File: src/hw/rtl/sitda_pkg.sv
// Shared types and constants for the signed integer to decimal text converter.
package sitda_pkg;

  // Field widths
  localparam int ValueWidth = 16;
  localparam int CharWidth  = 8;
  localparam int DigitWidth = 4;

  // Five decimal digits cover the 16-bit magnitude range
  localparam int MaxDigits  = 5;
  localparam int CountWidth = $clog2(MaxDigits + 1);

  // Divide by ten as multiply by reciprocal: exact for all 16-bit magnitudes
  localparam int RecipShift = 19;
  localparam int ProdWidth  = 2 * ValueWidth;
  localparam int QuotWidth  = ProdWidth - RecipShift;
  localparam logic [ValueWidth-1:0] RecipMul = 16'd52429;
  localparam logic [DigitWidth-1:0] DecBase  = 4'd10;

  // ASCII codes
  localparam logic [CharWidth-1:0] CharZero  = 8'h30;
  localparam logic [CharWidth-1:0] CharMinus = 8'h2D;

  // Controller to datapath commands
  typedef struct packed {
    logic load;      // take a new value, form magnitude
    logic step;      // extract one digit
    logic shift;     // drop the digit just sent
    logic sel_sign;  // present the minus sign on the output
  } cmd_t;

  // Datapath to controller status
  typedef struct packed {
    logic quot_zero;   // the digit being extracted is the last one
    logic neg;         // value is negative
    logic last_digit;  // one digit left to send
  } status_t;

endpackage

File: src/hw/rtl/sitda_dpath.sv
// Datapath: magnitude register, divide-by-ten step and digit stack.
module sitda_dpath (
  input  logic                                  clk,
  input  logic                                  rst,
  input  sitda_pkg::cmd_t                       cmd,
  input  logic [sitda_pkg::ValueWidth-1:0]      value,
  output sitda_pkg::status_t                    status,
  output logic [sitda_pkg::CharWidth-1:0]       text_char,
  output logic                                  last
);

  logic [sitda_pkg::ValueWidth-1:0] mag;
  logic                             neg;
  logic [sitda_pkg::DigitWidth-1:0] digs [sitda_pkg::MaxDigits];
  logic [sitda_pkg::CountWidth-1:0] nd;

  logic [sitda_pkg::ProdWidth-1:0]  prod;
  logic [sitda_pkg::QuotWidth-1:0]  quot;
  logic [sitda_pkg::ValueWidth:0]   quot_ten;
  logic [sitda_pkg::ValueWidth:0]   diff;
  logic [sitda_pkg::DigitWidth-1:0] rem;

  // Quotient and remainder of the current magnitude by ten
  assign prod     = {{sitda_pkg::ValueWidth{1'b0}}, mag}
                  * {{sitda_pkg::ValueWidth{1'b0}}, sitda_pkg::RecipMul};
  assign quot     = prod[sitda_pkg::ProdWidth-1:sitda_pkg::RecipShift];
  assign quot_ten = ({{(sitda_pkg::ValueWidth+1-sitda_pkg::QuotWidth){1'b0}}, quot} << 3)
                  + ({{(sitda_pkg::ValueWidth+1-sitda_pkg::QuotWidth){1'b0}}, quot} << 1);
  assign diff     = {1'b0, mag} - quot_ten;
  assign rem      = diff[sitda_pkg::DigitWidth-1:0];

  // Magnitude and sign; 0 - 0x8000 wraps to 32768 as wanted
  always_ff @(posedge clk) begin
    if (cmd.load) begin
      neg <= value[sitda_pkg::ValueWidth-1];
      mag <= value[sitda_pkg::ValueWidth-1] ? (sitda_pkg::ValueWidth'(0) - value) : value;
    end else if (cmd.step) begin
      mag <= sitda_pkg::ValueWidth'(quot);
    end
  end

  // Digit stack: entry 0 always holds the most significant digit so far
  always_ff @(posedge clk) begin
    if (cmd.step) begin
      digs[0] <= rem;
      for (int i = 1; i < sitda_pkg::MaxDigits; i++) begin
        digs[i] <= digs[i-1];
      end
    end else if (cmd.shift) begin
      for (int i = 0; i < sitda_pkg::MaxDigits - 1; i++) begin
        digs[i] <= digs[i+1];
      end
      digs[sitda_pkg::MaxDigits-1] <= '0;
    end
  end

  // Digit count
  always_ff @(posedge clk) begin
    if (rst) begin
      nd <= '0;
    end else if (cmd.load) begin
      nd <= '0;
    end else if (cmd.step) begin
      nd <= nd + 1'b1;
    end else if (cmd.shift) begin
      nd <= nd - 1'b1;
    end
  end

  assign status.quot_zero  = (quot == '0);
  assign status.neg        = neg;
  assign status.last_digit = (nd == sitda_pkg::CountWidth'(1));

  // Output character
  assign text_char = cmd.sel_sign ? sitda_pkg::CharMinus
                                  : (sitda_pkg::CharZero + sitda_pkg::CharWidth'(digs[0]));
  assign last      = !cmd.sel_sign && status.last_digit;

`ifndef SYNTHESIS
  a_count_range: assert property (@(posedge clk) disable iff (rst)
    nd <= sitda_pkg::CountWidth'(sitda_pkg::MaxDigits))
    else $error("digit count beyond five");

  a_rem_range: assert property (@(posedge clk) disable iff (rst)
    cmd.step |-> (diff < {{(sitda_pkg::ValueWidth+1-sitda_pkg::DigitWidth){1'b0}},
                          sitda_pkg::DecBase}))
    else $error("remainder not a decimal digit");

  a_shift_nonempty: assert property (@(posedge clk) disable iff (rst)
    cmd.shift |-> (nd != '0))
    else $error("digit sent from an empty stack");
`endif

endmodule

File: src/hw/rtl/sitda_ctrl.sv
// Controller: sequences load, digit extraction and character output.
module sitda_ctrl (
  input  logic               clk,
  input  logic               rst,
  input  logic               s_tvalid,
  output logic               s_tready,
  output logic               m_tvalid,
  input  logic               m_tready,
  input  sitda_pkg::status_t status,
  output sitda_pkg::cmd_t    cmd
);

  localparam logic [1:0] StIdle = 2'd0;
  localparam logic [1:0] StConv = 2'd1;
  localparam logic [1:0] StSign = 2'd2;
  localparam logic [1:0] StEmit = 2'd3;

  logic [1:0] state;
  logic [1:0] state_next;

  // Next state and commands
  always_comb begin
    state_next   = state;
    s_tready     = 1'b0;
    m_tvalid     = 1'b0;
    cmd          = '0;
    case (state)
      StIdle: begin
        s_tready = 1'b1;
        if (s_tvalid) begin
          cmd.load   = 1'b1;
          state_next = StConv;
        end
      end
      StConv: begin
        cmd.step = 1'b1;
        if (status.quot_zero) begin
          state_next = status.neg ? StSign : StEmit;
        end
      end
      StSign: begin
        m_tvalid     = 1'b1;
        cmd.sel_sign = 1'b1;
        if (m_tready) begin
          state_next = StEmit;
        end
      end
      StEmit: begin
        m_tvalid = 1'b1;
        if (m_tready) begin
          cmd.shift = 1'b1;
          if (status.last_digit) begin
            state_next = StIdle;
          end
        end
      end
      default: begin
        state_next = StIdle;
      end
    endcase
  end

  // State register
  always_ff @(posedge clk) begin
    if (rst) begin
      state <= StIdle;
    end else begin
      state <= state_next;
    end
  end

`ifndef SYNTHESIS
  a_sign_only_neg: assert property (@(posedge clk) disable iff (rst)
    (state == StSign) |-> status.neg)
    else $error("minus sign sent for a non-negative value");

  a_no_accept_busy: assert property (@(posedge clk) disable iff (rst)
    (s_tready && m_tvalid) == 1'b0)
    else $error("input taken while a character is pending");

  a_load_then_conv: assert property (@(posedge clk) disable iff (rst)
    cmd.load |=> (state == StConv))
    else $error("load not followed by conversion");
`endif

endmodule

File: src/hw/rtl/signed_int_to_decimal_ascii_core.sv
// Top level: signed 16-bit integer to decimal ASCII character stream.
//
// Input channel s_*: one beat per number; s_tdata[15:0] is the signed value.
// Output channel m_*: one beat per character, most significant first;
// m_tdata[7:0] is the ASCII code ('-' or '0'..'9'), m_tlast marks the final
// character of the number. Zero gives "0"; -32768 gives "-32768".
// One number is handled at a time: s_tready is high only while idle.
// Per number: the value is loaded at the accepting edge, then each decimal
// digit (1 to 5) is extracted in turn on the shared divide-by-ten unit, then
// each character (1 to 6) is sent as the receiver is ready, and a new number
// can be taken in the cycle after the last beat.
// The digit stack in the datapath sets the rate: characters are sent only
// once every digit has been extracted.
// Reset (rst, synchronous) returns the controller to idle and drops any
// number in progress. When m_tready is low the pending character and
// m_tlast hold steady and no input is taken.
module signed_int_to_decimal_ascii_core (
  input  logic        clk,
  input  logic        rst,
  input  logic        s_tvalid,
  output logic        s_tready,
  input  logic [15:0] s_tdata,   // [15:0] value
  output logic        m_tvalid,
  input  logic        m_tready,
  output logic [7:0]  m_tdata,   // [7:0] text_char
  output logic        m_tlast
);

  sitda_pkg::cmd_t    cmd;
  sitda_pkg::status_t status;

  sitda_ctrl u_ctrl (
    .clk      (clk),
    .rst      (rst),
    .s_tvalid (s_tvalid),
    .s_tready (s_tready),
    .m_tvalid (m_tvalid),
    .m_tready (m_tready),
    .status   (status),
    .cmd      (cmd)
  );

  sitda_dpath u_dpath (
    .clk       (clk),
    .rst       (rst),
    .cmd       (cmd),
    .value     (s_tdata),
    .status    (status),
    .text_char (m_tdata),
    .last      (m_tlast)
  );

endmodule
File: config.mk
export PLATFORM = sky130hd
export DESIGN_NAME = signed_int_to_decimal_ascii_core
export DESIGN_NICKNAME = d
export VERILOG_FILES = /design/src/hw/rtl/sitda_pkg.sv /design/src/hw/rtl/sitda_dpath.sv /design/src/hw/rtl/sitda_ctrl.sv /design/src/hw/rtl/signed_int_to_decimal_ascii_core.sv
export SDC_FILE = /design/constraint.sdc
export NUM_CORES = 1
export LEC_CHECK = 0
export ABC_CLOCK_PERIOD_IN_PS = 7000
export BUFFER_PORTS_ARGS = -buffer_cell sky130_fd_sc_hd__buf_2
export CAP_MARGIN = 30
export CORE_UTILIZATION = 35
export CTS_CLUSTER_DIAMETER = 40
export DETAILED_ROUTE_END_ITERATION = 7
export SKIP_CTS_REPAIR_TIMING = 1
export SLEW_MARGIN = 0
export SYNTH_ARGS = -nofsm -noshare
export SYNTH_HDL_FRONTEND = slang
export SYNTH_HIERARCHICAL = 1
export SYNTH_SLANG_ARGS = --single-unit
File: constraint.sdc
create_clock -name clk -period 7 [get_ports clk]
set_input_delay 1.4 -clock clk [delete_from_list [all_inputs] [get_ports clk]]
set_output_delay 1.4 -clock clk [all_outputs]
set_load 0.02 [all_outputs]
# ---- Word-level counts from Yosys, hierarchy flattened
# Memories as Yosys holds them, arrays and structs flattened.
# Index checks and enable logic that the tools add are counted.
dict set report totals {
  inputBits 20
  mem_bits_rw 20
  mem_count 1
  reg_bits 22
  output_inout_bits 11
}
# name depth word_bits rd rd_ports_with_merged_regs write_ports line_no
set memory_table {}
lappend memory_table {u_dpath.digs 5 4 5 0 5 sitda_dpath.sv:14} ;# logic [sitda_pkg::DigitWidth-1:0] digs [sitda_pkg::MaxDigits];
dict set report classes {
  n_bitwise 5
  add_sub_neg 6
  n_mux 31
  eq_ne 9
  n_mul 1
  n_reduce_logical 9
}
# cell n
set op_table {}
lappend op_table {{two-way mux 16 bit} 3}
lappend op_table {{multiplier 16 x 16 -> 32 bit, second input constant} 1}
lappend op_table {{two-way mux 4 bit} 5}
lappend op_table {{subtractor 1 x 16 -> 16 bit, first input constant} 1}
lappend op_table {{two-way mux 1 bit} 14}
lappend op_table {{logical NOT 13 bit} 1}
lappend op_table {{two-way mux 2 bit} 5}
lappend op_table {{two-way mux 8 bit} 1}
lappend op_table {{!= test 2 bit, second input constant} 4}
lappend op_table {{one-hot mux 2 bit (4 select lines)} 1}
lappend op_table {{adder 6 x 4 -> 7 bit, first input constant} 1}
lappend op_table {{two-way mux 3 bit} 2}
lappend op_table {{bitwise OR 1 bit} 5}
lappend op_table {{AND reduction 5 bit} 1}
lappend op_table {{adder 4 bit} 1}
lappend op_table {{== test 2 bit, second input constant} 2}
lappend op_table {{nonzero test 2 bit} 2}
lappend op_table {{OR reduction 2 bit} 2}
lappend op_table {{subtractor 4 bit} 1}
lappend op_table {{adder 3 x 1 -> 3 bit, second input constant} 1}
lappend op_table {{== test 3 x 1 -> 1 bit, second input constant} 1}
lappend op_table {{subtractor 3 x 1 -> 3 bit, second input constant} 1}
lappend op_table {{== test 2 x 1 -> 1 bit, second input constant} 1}
lappend op_table {{logical NOT 2 bit} 1}
lappend op_table {{3 further kinds} 3}

# ---- Longest topological paths before layout
dict set report logic_depth {
  ltp_word 6
  ltp_mapped 25
}

# ---- By module
# Netlist, hierarchy kept.
# module seq_area_each_um2 n_inst area_each_um2 cells_each
set by_module_without_submodules {}
lappend by_module_without_submodules {sitda_dpath 1171.1 1 6872.8 704}
lappend by_module_without_submodules {sitda_ctrl 40.0 1 214.0 25}

# ---- Least setup slack after synthesis
# No wires, ideal clock.
dict set report synth_timing {
  path_type {flip-flop to flip-flop}
  from {register u_dpath/mag[7] in the netlist's numbering}
  to {memory u_dpath/digs[0][3] in the netlist's numbering (data pin)}
  t_arrival_ns 6.115
  t_required_ns 6.741
  path_stages_with_launch 23
  synth_period_minus_slack_ns 6.374
  setup_ns 0.259
  path_buffers 0
  slack_ns 0.626
  cell_sequence {edfxtp_1 -> ha_1 -> inv_1 -> fa_1 -> inv_1 -> fa_1 -> fa_1 -> fa_1 -> inv_1 -> fa_1 -> inv_1 -> ha_1 -> a21oi_1 -> nand2_1 -> or3_1 -> o21a_4 -> a21oi_1 -> xnor2_1 -> ha_1 -> and2_1 -> or3_1 -> and3_1 -> a211o_1}
}
# element line_no
set synth_lines {}
lappend synth_lines {{start, declared} sitda_dpath.sv:12} ;# logic [sitda_pkg::ValueWidth-1:0] mag;
lappend synth_lines {{start signal, assigned} sitda_dpath.sv:36} ;# mag <= value[sitda_pkg::ValueWidth-1] ? (sitda_pkg::ValueWidth'(0) - value) : value;
lappend synth_lines {{start signal, assigned} sitda_dpath.sv:38} ;# mag <= sitda_pkg::ValueWidth'(quot);
lappend synth_lines {{end, declared} sitda_dpath.sv:14}

==> impl_metrics.csv <==
group,metric,value,unit
synthesis,yosysTopAreaCell,"ha_1",
synthesis,syn_inst,729,
floorplan,fp.dieW,144,um
global_route,grt_max_degree,31,
routing,wirelength,14700,um
floorplan,dieArea,20800,um2
synthesis,ys_top_cells_by_area,"ha_1 (25%), fa_1 (22%), edfxtp_1 (16%)",
clocking,htree_levels,2,
synthesis,syn_avg_cell_area,9.72,um2
synthesis,synth_most_common_cell,"inv_1",
cells_and_area,insertedDiodeCount,0,
worst_setup_path,required,7.18,ns
clocking,clk_latency,0.29,ns
clocking,cts_tree,"yes",
worst_setup_path,crit_fanout,5,
synthesis,seq_area_frac_synth,17.1,%
clocking,cts_buffers,5,
floorplan,rows,51,
sta,relSlewSlack,49.9,%
min_path,hold_end,"u_ctrl/state[1]",
sta,setup_viol,0,
synthesis,synth_edf_count,37,
floorplan,die_h,144,um
global_route,grt-ovfl-total,0,
routing,vias_per_cell,4.63,
floorplan,core_area,19700,um2
synthesis,synth_top_area_share,25.2,%
synthesis,async_flop_share,0,%
synthesis,synth_seq_cells,42,
status,outcome,"complete, no violations",
clocking,clk_pin_slew_worst_paths,0.07,ns
floorplan,io_pins,31,
cells_and_area,drive_gt1_share,11.2,%
job,max-cap-violations,0,
global_route,grt_util_all_layers,15.6,%
sta,final.setup.tns,0,ns
sta,fmax,150,MHz
floorplan,initial_core_util,36.1,%
synthesis,ys_types,57,
sta,skew,0.00816,ns
sta,hold_violations,0,
global_route,grt_pass1_vias,4917,
worst_setup_path,rr_endpoint,"u_ctrl/state[0]",
worst_setup_path,crit_path_end_kind,"register",
min_path,worstHoldPathCells,2,
synthesis,yosys-top-cells-count,"inv_1 (200), ha_1 (143), fa_1 (79)",
cells_and_area,area_delta_synth_final,10.4,%
synthesis,ys_warn_count,6,
routing,postRouteAntennaNets,0,
global_route,antenna_found_initial,0,
cells_and_area,fillCellCount,1990,
sta,final.min_clock_period,6.65,ns
worst_setup_path,startpoint_type,"register",
routing,drtIter0Drc,164,
routing,routedWlPerCell,14.2,um
sta,worstMarginPinSlew,0.750,ns
sta,maxSlewViolCount,0,
place,portBuffers,27,
min_path,worstHoldStart,"u_ctrl/state[1]",
worst_setup_path,path_class,"reg2reg",
worst_setup_path,reg2reg_slack,0.35,ns
sta,finalCritPeriodShare,95.0,%
global_route,grt_first_pass_wirelength,24800,um
worst_setup_path,arrival,6.83,ns
worst_setup_path,rr_worst_depth,22,
clocking,numClockSinks,42,
clocking,cts-root-buf,"clkbuf_16",
place,place_congestion,0.867,
routing,first_pass_iters,4,
cells_and_area,nets,1011,
synthesis,syn_area,7090,um2
place,post-dp-hpwl,13000,um
synthesis,synth_top_flop_cell,"edfxtp_1",
routing,drcViolationCount,0,
routing,vias,4787,
min_path,hold_path_class,"reg2reg",
clocking,cts_buffer_depth,2,
sta,rsz0062_at_grt,"false",
worst_setup_path,timing.rr.start,"u_dpath/mag[6]",
-- through the flow --
| step | setup WS, ns | util, % | hold WS, ns | cells | cell area (um2) |
|---|---|---|---|---|---|
| 3_3_place_gp | 0.274 | 38.5 | 0.529 | 1017 | 7560 |
| 5_1_grt | 0.0496 | 39.8 | 0.581 | 1035 | 7820 |
| 4_1_cts | 0.177 | 39.4 | 0.549 | 1027 | 7740 |
| 3_5_place_dp | 0.182 | 38.7 | 0.533 | 1019 | 7600 |
| 2_1_floorplan | 0.626 | - | 0.493 | 730 | 7090 |
| 6_report | 0.352 | 39.8 | 0.546 | 1035 | 7820 |
-- kinds of logic after synthesis --
kind of cell,after synthesis,share of synthesized area (%)
compound gates,68,6.51
other cells,2,0.106
mux,20,3.16
simple gates,123,9.32
xor+xnor,38,4.70
flops,42,17.1
buf+inv,214,11.5
fa+ha+maj,222,47.6
-- final cells by class --
type	count	area (um2)	area share (%)
inverters	200	751	9.60
flip-flops and latches	42	1210	15.5
clock inverters	2	13.8	0.176
well taps	265	332	4.24
repair buffers	46	305	3.90
multi-input cells	474	5080	64.9
clock buffers	6	129	1.65
-- layer usage --
layer | wire length (um) | share of wire (%) | up-vias | track usage [%]
li1 | - | - | 2414 | -
met1 | 7300 | 50 | 2308 | 21.2
met2 | 6960 | 47 | 55 | 26.7
met3 | 264 | 1.8 | 10 | 1.52
met4 | 155 | 1.1 | 0 | 3.27
met5 | 0 | 0 | - | 0
-- cells in the final DEF, fill, tap and decap left out, drive strengths merged, types with 7 or more instances in the layout --
| master | count |
|---|---|
| o21ai | 18 |
| a21oi | 18 |
| inv | 200 |
| nor3 | 9 |
| or3 | 7 |
| mux2 | 16 |
| nand3 | 7 |
| xor2 | 12 |
| nor2b | 11 |
| ha | 143 |
| and2 | 7 |
| edfxtp | 37 |
| nand2b | 12 |
| nor2 | 18 |
| nand2 | 27 |
| or2 | 8 |
| fa | 79 |
| xnor2 | 26 |
| buf | 46 |
-- sequential cells by signal, summed over array words and instances, names as in the netlist --
register / flops
u_dpath/nd: 3
u_dpath/mag: 16
u_dpath/neg: 1
u_ctrl/state: 2
u_dpath/digs: 20
-- worst max path at each step --
stage,from,end,slack (ns),depth (start not counted)
finish,u_dpath/mag[6],u_ctrl/state[0],0.35,22
global placement,u_dpath/mag[7],u_ctrl/state[0],0.27,22
detailed placement,u_dpath/mag[1],u_ctrl/state[0],0.18,23
global route,u_dpath/mag[4],u_dpath/digs[0][3],0.05,22
floorplan,u_dpath/mag[7],u_dpath/digs[0][3],0.63,22
CTS,u_dpath/mag[7],u_ctrl/state[0],0.18,22
-- critical path, stage by stage (launching register included) --
cell,delay (ns)
edfxtp_1,0.50
ha_1,0.37
inv_1,0.09
fa_1,0.54
inv_1,0.05
fa_1,0.51
fa_1,0.47
fa_1,0.51
inv_1,0.05
fa_1,0.52
inv_1,0.04
ha_1,0.32
a21oi_1,0.14
nand2_1,0.08
or3_4,0.44
o2111a_1,0.30
nor4_1,0.32
nor2_1,0.14
mux2i_1,0.17
nor4_2,0.29
nand2b_1,0.14
o2111a_2,0.24
mux2_4,0.29
Power is left out: the tool's default activity adds up to more than one toggle a clock period on the data nets, which glitch-free logic cannot reach.
